**config.mk**
```make
export PLATFORM = sky130hd
export DESIGN_NAME = key_value_dword_list_parser_top
export DESIGN_NICKNAME = d
export VERILOG_FILES = /design/src/sv/kvp_pkg.sv /design/src/sv/kvp_front.sv /design/src/sv/kvp_queue.sv /design/src/sv/kvp_back.sv /design/src/sv/key_value_dword_list_parser_top.sv
export SDC_FILE = /design/constraint.sdc
export NUM_CORES = 1
export LEC_CHECK = 0
export ABC_AREA = 1
export BUFFER_PORTS_ARGS = -buffer_cell sky130_fd_sc_hd__buf_2
export CAP_MARGIN = 20
export CORE_ASPECT_RATIO = 0.6
export CORE_UTILIZATION = 55
export CTS_CLUSTER_DIAMETER = 40
export CTS_CLUSTER_SIZE = 10
export DETAILED_ROUTE_END_ITERATION = 12
export PLACE_DENSITY_LB_ADDON = 0.08
export SKIP_CTS_REPAIR_TIMING = 1
export SLEW_MARGIN = 20
export SYNTH_ARGS = -nofsm -noshare
export SYNTH_HDL_FRONTEND = slang
export SYNTH_SLANG_ARGS = --single-unit
```
**constraint.sdc**
```tcl
create_clock -name clk -period 8.03 [get_ports clk]
set_clock_uncertainty 0.1 [all_clocks]
set_input_delay 0.4015 -clock clk [delete_from_list [all_inputs] [get_ports clk]]
set_output_delay 0.4015 -clock clk [all_outputs]
set_load 0.02 [all_outputs]
```
**src/sv/kvp_pkg.sv**
```systemverilog
// Package for the key=value dword list parser.
// Holds the character codes, queue sizing and the classified item type.
// No dependencies; imported by every module of the block.
package kvp_pkg;

    localparam logic [7:0] CH_COMMA = 8'h2C;
    localparam logic [7:0] CH_EQ    = 8'h3D;
    localparam logic [7:0] CH_ZERO  = 8'h30;
    localparam logic [7:0] CH_UX    = 8'h58;
    localparam logic [7:0] CH_LX    = 8'h78;

    localparam int QDEPTH = 4;
    localparam int QPTR_W = $clog2(QDEPTH);
    localparam int QCNT_W = $clog2(QDEPTH + 1);

    localparam logic [1:0] CNT_SAT = 2'd3;

    // one text byte after classification
    typedef struct packed {
        logic       present;
        logic       last;
        logic       comma;
        logic       eq;
        logic       x_char;
        logic       zero_char;
        logic       dec_ok;
        logic       hex_ok;
        logic [3:0] nib;
    } kvp_item_t;

endpackage

```
**src/sv/kvp_front.sv**
```systemverilog
// Front end: accepts text bytes and classifies them.
// Depends on kvp_pkg; pushes kvp_item_t into kvp_queue.
module kvp_front
    import kvp_pkg::*;
(
    input  logic       in_valid,
    output logic       in_stall,
    input  logic [7:0] char_code,
    input  logic       char_present,
    input  logic       end_of_text,
    input  logic       q_full,
    output logic       q_push,
    output kvp_item_t  q_item
);

    logic is_dec;
    logic is_lo_hex;
    logic is_up_hex;

    always_comb
    begin
        is_dec    = (char_code >= 8'h30) && (char_code <= 8'h39);
        is_lo_hex = (char_code >= 8'h61) && (char_code <= 8'h66);
        is_up_hex = (char_code >= 8'h41) && (char_code <= 8'h46);

        q_item.present   = char_present;
        q_item.last      = end_of_text;
        q_item.comma     = (char_code == CH_COMMA);
        q_item.eq        = (char_code == CH_EQ);
        q_item.x_char    = (char_code == CH_UX) || (char_code == CH_LX);
        q_item.zero_char = (char_code == CH_ZERO);
        q_item.dec_ok    = is_dec;
        q_item.hex_ok    = is_dec || is_lo_hex || is_up_hex;
        // letters a-f / A-F have low nibble 1..6, digit value is that plus 9
        q_item.nib       = is_dec ? char_code[3:0] : (char_code[3:0] + 4'd9);
    end

    assign in_stall = q_full;
    assign q_push   = in_valid && !q_full;

endmodule

```
**src/sv/kvp_queue.sv**
```systemverilog
// Short FIFO between the classifier and the accumulator back end.
// Depends on kvp_pkg; fall-through read of the head entry.
module kvp_queue
    import kvp_pkg::*;
(
    input  logic      clk,
    input  logic      rst_n,
    input  logic      push,
    input  kvp_item_t push_item,
    output logic      full,
    input  logic      pop,
    output logic      empty,
    output kvp_item_t head_item
);

    kvp_item_t          store [QDEPTH];
    logic [QPTR_W-1:0]  wr_ptr_reg;
    logic [QPTR_W-1:0]  rd_ptr_reg;
    logic [QCNT_W-1:0]  count_reg;
    logic [QCNT_W-1:0]  count_next;

    assign full      = (count_reg == QCNT_W'(QDEPTH));
    assign empty     = (count_reg == '0);
    assign head_item = store[rd_ptr_reg];

    always_comb
    begin
        count_next = count_reg;
        if (push && !pop)
            count_next = count_reg + 1'b1;
        else if (pop && !push)
            count_next = count_reg - 1'b1;
    end

    always_ff @(posedge clk)
    begin
        if (push)
            store[wr_ptr_reg] <= push_item;
    end

    always_ff @(posedge clk or negedge rst_n)
    begin
        if (!rst_n)
        begin
            wr_ptr_reg <= '0;
            rd_ptr_reg <= '0;
            count_reg  <= '0;
        end
        else
        begin
            if (push)
                wr_ptr_reg <= wr_ptr_reg + 1'b1;
            if (pop)
                rd_ptr_reg <= rd_ptr_reg + 1'b1;
            count_reg <= count_next;
        end
    end

    a_no_overfill: assert property (@(posedge clk) disable iff (!rst_n)
        count_reg <= QCNT_W'(QDEPTH))
        else $error("queue count above depth");

    a_no_push_full: assert property (@(posedge clk) disable iff (!rst_n)
        full |-> !push)
        else $error("push into full queue");

    a_no_pop_empty: assert property (@(posedge clk) disable iff (!rst_n)
        empty |-> !pop)
        else $error("pop from empty queue");

endmodule

```
**src/sv/kvp_back.sv**
```systemverilog
// Back end: accumulates key and value parts, closes entries into the
// output register. Depends on kvp_pkg; fed from kvp_queue.
module kvp_back
    import kvp_pkg::*;
(
    input  logic        clk,
    input  logic        rst_n,
    input  logic        q_empty,
    input  kvp_item_t   q_item,
    output logic        q_pop,
    output logic        out_valid,
    input  logic        out_stall,
    output logic [31:0] key,
    output logic [31:0] value,
    output logic        pair_valid,
    output logic        text_done
);

    logic        in_val_reg,  in_val_next;
    logic        key_ok_reg,  key_ok_next;
    logic [31:0] kacc_reg,    kacc_next;
    logic [31:0] vacc_reg,    vacc_next;
    logic [1:0]  cnt_reg,     cnt_next;
    logic        hex_reg,     hex_next;
    logic        pz_reg,      pz_next;
    logic        err_reg,     err_next;

    logic        ov_reg;
    logic [31:0] okey_reg;
    logic [31:0] oval_reg;
    logic        opv_reg;
    logic        odone_reg;

    logic        close;
    logic        slot_free;
    logic        ok;
    logic [31:0] acc;
    logic [35:0] acc_dec;
    logic [35:0] acc_hex;
    logic [35:0] acc_new;
    logic        digit_ok;

    function automatic logic part_good(logic [1:0] cnt, logic err, logic hex);
        part_good = (cnt != 2'd0) && !err && !(hex && (cnt == 2'd2));
    endfunction

    assign close     = q_item.comma && q_item.present || q_item.last;
    assign slot_free = !ov_reg || !out_stall;
    assign q_pop     = !q_empty && (!close || slot_free);

    always_comb
    begin
        acc      = in_val_reg ? vacc_reg : kacc_reg;
        acc_dec  = {1'b0, acc, 3'b0} + {3'b0, acc, 1'b0} + {32'b0, q_item.nib};
        acc_hex  = {acc, q_item.nib};
        acc_new  = hex_reg ? acc_hex : acc_dec;
        digit_ok = hex_reg ? q_item.hex_ok : q_item.dec_ok;

        // state after the character, before any close
        in_val_next = in_val_reg;
        key_ok_next = key_ok_reg;
        kacc_next   = kacc_reg;
        vacc_next   = vacc_reg;
        cnt_next    = cnt_reg;
        hex_next    = hex_reg;
        pz_next     = pz_reg;
        err_next    = err_reg;

        if (q_item.present && !q_item.comma)
        begin
            if (q_item.eq && !in_val_reg)
            begin
                key_ok_next = part_good(cnt_reg, err_reg, hex_reg);
                in_val_next = 1'b1;
                cnt_next    = 2'd0;
                hex_next    = 1'b0;
                pz_next     = 1'b0;
                err_next    = 1'b0;
            end
            else
            begin
                if (!err_reg)
                begin
                    if ((cnt_reg == 2'd1) && pz_reg && !hex_reg && q_item.x_char)
                        hex_next = 1'b1;
                    else if (!digit_ok || (acc_new[35:32] != 4'd0))
                        err_next = 1'b1;
                    else if (in_val_reg)
                        vacc_next = acc_new[31:0];
                    else
                        kacc_next = acc_new[31:0];
                end
                if ((cnt_reg == 2'd0) && q_item.zero_char)
                    pz_next = 1'b1;
                if (cnt_reg != CNT_SAT)
                    cnt_next = cnt_reg + 2'd1;
            end
        end

        ok = in_val_next && key_ok_next && part_good(cnt_next, err_next, hex_next);
    end

    always_ff @(posedge clk or negedge rst_n)
    begin
        if (!rst_n)
        begin
            in_val_reg <= 1'b0;
            key_ok_reg <= 1'b0;
            kacc_reg   <= '0;
            vacc_reg   <= '0;
            cnt_reg    <= '0;
            hex_reg    <= 1'b0;
            pz_reg     <= 1'b0;
            err_reg    <= 1'b0;
            ov_reg     <= 1'b0;
        end
        else
        begin
            if (q_pop)
            begin
                if (close)
                begin
                    in_val_reg <= 1'b0;
                    key_ok_reg <= 1'b0;
                    kacc_reg   <= '0;
                    vacc_reg   <= '0;
                    cnt_reg    <= '0;
                    hex_reg    <= 1'b0;
                    pz_reg     <= 1'b0;
                    err_reg    <= 1'b0;
                end
                else
                begin
                    in_val_reg <= in_val_next;
                    key_ok_reg <= key_ok_next;
                    kacc_reg   <= kacc_next;
                    vacc_reg   <= vacc_next;
                    cnt_reg    <= cnt_next;
                    hex_reg    <= hex_next;
                    pz_reg     <= pz_next;
                    err_reg    <= err_next;
                end
            end
            if (q_pop && close)
                ov_reg <= 1'b1;
            else if (!out_stall)
                ov_reg <= 1'b0;
        end
    end

    always_ff @(posedge clk)
    begin
        if (q_pop && close)
        begin
            okey_reg  <= ok ? kacc_next : 32'd0;
            oval_reg  <= ok ? vacc_next : 32'd0;
            opv_reg   <= ok;
            odone_reg <= q_item.last;
        end
    end

    assign out_valid  = ov_reg;
    assign key        = okey_reg;
    assign value      = oval_reg;
    assign pair_valid = opv_reg;
    assign text_done  = odone_reg;

    a_invalid_zero: assert property (@(posedge clk) disable iff (!rst_n)
        (ov_reg && !opv_reg) |-> (okey_reg == 32'd0 && oval_reg == 32'd0))
        else $error("invalid pair carries nonzero data");

    a_no_overwrite: assert property (@(posedge clk) disable iff (!rst_n)
        (ov_reg && out_stall) |-> !(q_pop && close))
        else $error("result overwrites a stalled one");

    a_hex_needs_prefix: assert property (@(posedge clk) disable iff (!rst_n)
        hex_reg |-> (pz_reg && cnt_reg >= 2'd2))
        else $error("hex mode without 0x prefix");

    a_key_ok_only_in_value: assert property (@(posedge clk) disable iff (!rst_n)
        key_ok_reg |-> in_val_reg)
        else $error("key marked good while still in key part");

endmodule

```
**src/sv/key_value_dword_list_parser_top.sv**
```systemverilog
// Top level of the comma separated key=value dword list parser.
// Depends on kvp_pkg, kvp_front, kvp_queue and kvp_back.
//
//  channel | signals                                   | dir | flow
//  --------+-------------------------------------------+-----+------------------
//  in      | in_valid, in_stall, char_code,            | in  | one byte/transfer
//          | char_present, end_of_text                 |     |
//  out     | out_valid, out_stall, key, value,         | out | one closed entry
//          | pair_valid, text_done                     |     | per transfer
//
// One byte per cycle is sustained unless out_stall holds back a closing
// byte. A byte enters the four-entry queue on the cycle it transfers and is
// registered there before the back end can consume it; the multiply-by-ten
// (or shift-by-four) and add of the active accumulator is the single step
// done per byte. A closing byte (comma or end of text) lands in the output
// register at the edge that pops it from the queue, so its result passes
// through the queue and the output register before it can transfer.
// Reset: rst_n clears the queue pointers, parse state and output valid.
// Stalls: out_stall holds the result register; bytes that close no entry
// keep draining, closing bytes wait, and in_stall rises once the queue
// is full.
module key_value_dword_list_parser_top
    import kvp_pkg::*;
(
    input  logic        clk,
    input  logic        rst_n,
    input  logic        in_valid,
    output logic        in_stall,
    input  logic [7:0]  char_code,
    input  logic        char_present,
    input  logic        end_of_text,
    output logic        out_valid,
    input  logic        out_stall,
    output logic [31:0] key,
    output logic [31:0] value,
    output logic        pair_valid,
    output logic        text_done
);

    kvp_item_t push_item;
    kvp_item_t head_item;
    logic      q_push;
    logic      q_pop;
    logic      q_full;
    logic      q_empty;

    // classify each byte as it transfers in
    kvp_front u_front (
        .in_valid     (in_valid),
        .in_stall     (in_stall),
        .char_code    (char_code),
        .char_present (char_present),
        .end_of_text  (end_of_text),
        .q_full       (q_full),
        .q_push       (q_push),
        .q_item       (push_item)
    );

    // decouples input acceptance from result back-pressure
    kvp_queue u_queue (
        .clk       (clk),
        .rst_n     (rst_n),
        .push      (q_push),
        .push_item (push_item),
        .full      (q_full),
        .pop       (q_pop),
        .empty     (q_empty),
        .head_item (head_item)
    );

    // accumulate parts, close entries into the output register
    kvp_back u_back (
        .clk        (clk),
        .rst_n      (rst_n),
        .q_empty    (q_empty),
        .q_item     (head_item),
        .q_pop      (q_pop),
        .out_valid  (out_valid),
        .out_stall  (out_stall),
        .key        (key),
        .value      (value),
        .pair_valid (pair_valid),
        .text_done  (text_done)
    );

endmodule

```
==> impl_metrics.ini <==
[timing]
tightest_slew_ns = 1.105
finalHoldViolations = 0
period_needed_ns = 5.479
max_freq_mhz = 182.5
setup_viol = 0
setup_slack_ns = 2.551
setup_tns_ns = 0
hold-worst-slack_ns = 0.07812
period_share_pct = 68.24
slew_viol_final = 0
rsz0062_at_grt = false
relSlewSlack_pct = 26.33

[floorplan]
die_w_um = 196.6
die_y_um = 118.8
core_um2 = 22180
start_util_pct = 56.35
die-area_um2 = 23350
rows = 42
ios = 82

[pwr]
power_mw = 5.524
power.density_nw_per_um2 = 403.4
p_comb_share_pct = 54.4
clkPwrFrac_pct = 16.0
swShare_pct = 48.95
leakage_nw = 6.713
power.share.sequential_pct = 29.6
intPower_mw = 2.820
irDropWorstVdd_mv = 0.5507
p_switching_mw = 2.704

[place]
dp.cells = 1955
gp_congestion = 1.011
post-place-ws_ns = 2.658
dp_hpwl_um = 24240
port-buffer-count = 81

[logic_synthesis]
syn-cell-area_um2 = 12500
ys_types = 51
synth_edf_count = 114
ys_ff_latch = 193
ys_top_cells_by_count = nand2_1, inv_1, nand3_1, edfxtp_1, nor2_1
yosysWarningCount = 0
synth_area_leaders = edfxtp_1, nand2_1, dfrtp_1
synth_async_sr_flop_share_pct = 40.93
syn_nets = 1704
syn_inst = 1616
yosysMostFrequentCell = nand2_1
synth_top_area_share_pct = 27.39
ys.flop_type = edfxtp_1
yosysTopAreaCell = edfxtp_1
postSynthAreaPerCell_um2 = 7.733
ys_seq_area_share_pct = 43.21

[route]
drtIter0Drc = 1138
firstDrtPassIters = 6
ant_nets = 0
viasPerCell = 5.474
wl_per_cell_um = 16.76
drc_errors = 0
finalWirelength_um = 33330
dr_total_vias = 10880

[setup_path]
required_ns = 8.11
startpoint_type = flip-flop
cpPeakStageDelay_ns = 0.62
cp_cell_sequence = buf_4 > o21ai_0 > ha_1 > ha_1 > a21oi_1 > o21bai_1 > inv_1 > nand2_1 > nand3_1 > nand3_1 > nand2_1 > nand2_1 > nand2_1 > inv_1 > nor2_4 > buf_4 > nand4_1 > nand2_1 > nor2_2
setup.worst_path.end_class = flip-flop
cp_common_cell = nand2_1
worstSetupPathType = flip-flop to flip-flop
slowest_stage = dfrtp_2
path_max_fanout = 43
crit_arrival_ns = 5.56

[global_routing]
gr-usage-met2_pct = 42.15
grt.overflow.total = 0
grt_pass1_wl_um = 53990
antenna_found_initial = 0
track_usage_pct = 30.29
met3_usage_pct = 6.336
grt_max_degree = 67
use_met1_pct = 47.08
top_usage_layer = met1
grt_pass1_vias = 10160

[cells_and_area]
final_nets = 1755
top_register = u_queue.store
final.fill_count = 2038
instances_no_fill = 1988
drive_above_1_share_pct = 12.86
syn2layout_area_growth_pct = 9.571
largest_register_ffs = 48
antenna_cells = 0

[clock_tree]
cts_sinks = 193
cts_inserted_buffers = 17
root_buffer = clkbuf_16
tritoncts = done
worstSkewPairLatency_ns = 0.46
htreeDepth = 4
cts_buffer_depth = 2
clkTransAtPathRegs_ns = 0.07

[worst_hold_path]
hold_class = input port to flip-flop

[run_status]
status = finished clean

[flow_run]
cap_violations = 0
[through the flow]
stage | utilization, % | cell area [µm²]
after global routing | 61.75 | 13690
after detailed placement | 58.99 | 13080
after floorplan | - | 12500
after global placement | 58.99 | 13080
final | 61.75 | 13690
after CTS | 61.70 | 13680
[routing by layer]
metal	vias up	routed length (µm)
li1	5383	-
met5	-	0
met4	0	460
met2	414	13450
met3	26	2783
met1	5060	16640
[final timing paths]
path,from,to,slack [ns],cells past startpoint
worst max-delay path,u_back.in_val_reg$_DFFE_PN0P_,u_back.value[22]$_SDFFCE_PN0P_,2.55,19
worst min-delay path,end_of_text,u_queue.store[0][10]$_DFFE_PP_,0.08,1
worst max register to register,u_back.in_val_reg$_DFFE_PN0P_,u_back.value[22]$_SDFFCE_PN0P_,2.55,19
worst min register to register,u_back.kacc_reg[22]$_DFFE_PN0P_,u_back.kacc_reg[22]$_DFFE_PN0P_,0.38,2
max in group asynchronous,rst_n,u_back.kacc_reg[25]$_DFFE_PN0P_,6.45,3
min in group asynchronous,rst_n,u_back.vacc_reg[5]$_DFFE_PN0P_,0.34,2
[cells in the final DEF (no fill, tap or decap), types with 2 or more instances in the layout]
| cell type | synthesis | layout |
|---|---|---|
| nand3_1 | 123 | 123 |
| o21ai_0 | 74 | 74 |
| clkbuf_1 | 25 | 5 |
| clkinv_4 | 0 | 2 |
| clkinv_1 | 1 | 3 |
| nand2_1 | 547 | 547 |
| ha_1 | 72 | 72 |
| edfxtp_1 | 114 | 114 |
| nand4_1 | 66 | 66 |
| a21oi_1 | 39 | 39 |
| nand3b_1 | 2 | 2 |
| nor2_4 | 3 | 3 |
| nor3_1 | 8 | 8 |
| buf_2 | 20 | 80 |
| dfrtp_1 | 79 | 78 |
| nor2_1 | 83 | 83 |
| clkbuf_16 | 0 | 18 |
| nand4_2 | 2 | 2 |
| inv_2 | 5 | 8 |
| bufinv_16 | 0 | 3 |
| o22ai_1 | 5 | 5 |
| xnor2_1 | 14 | 14 |
| clkinvlp_4 | 0 | 2 |
| nor2_2 | 52 | 52 |
| buf_4 | 6 | 21 |
| fa_1 | 2 | 2 |
| a32o_1 | 2 | 2 |
| nor4_1 | 4 | 4 |
| or2_2 | 5 | 5 |
| nand2_2 | 12 | 11 |
| o21bai_1 | 6 | 6 |
| a21o_1 | 5 | 5 |
| mux2i_1 | 2 | 2 |
| xor2_1 | 8 | 8 |
| inv_1 | 190 | 186 |
| a31oi_1 | 3 | 3 |
[area by class of cell]
type	instances	area, µm²	area share, %
inverters	196	735.7	5.373
clock inverters	9	131.4	0.9594
multi-input cells	1157	6002	43.83
well taps	308	385.4	2.814
flip-flops and latches	193	5401	39.45
clock buffers	23	469.2	3.427
repair buffers	102	568.0	4.148
[critical path: cells and delay by family (launching register included)]
family	cells	cell delay, ns
simple gates	10	1.62
compound gates	3	1.04
buf+inv	4	1.03
fa+ha+maj	2	0.73
flops	1	0.62
[kinds of logic (layout without fill, tap and decap cells)]
group / after synthesis / in the layout / synth area share, %
AND/OR/NAND/NOR: 912 / 912 / 32.04
buffers and inverters: 266 / 330 / 8.851
flip-flops: 193 / 193 / 43.21
AO/OA/AOI/OAI: 146 / 146 / 6.578
adder cells (fa/ha/maj): 74 / 74 / 7.529
XOR/XNOR: 22 / 22 / 1.542
multiplexers: 3 / 3 / 0.2503
[power by group through the flow]
stage	sequential [mW]	combinational, mW	clock (mW)
finish	1.64	3.00	0.883
global placement	1.65	2.94	0
CTS	1.64	2.99	0.892
floorplan	1.84	1.97	0
detailed placement	1.65	2.97	0
global route	1.67	3.32	0.931
Note: power is estimated with default switching activity, not from simulation.
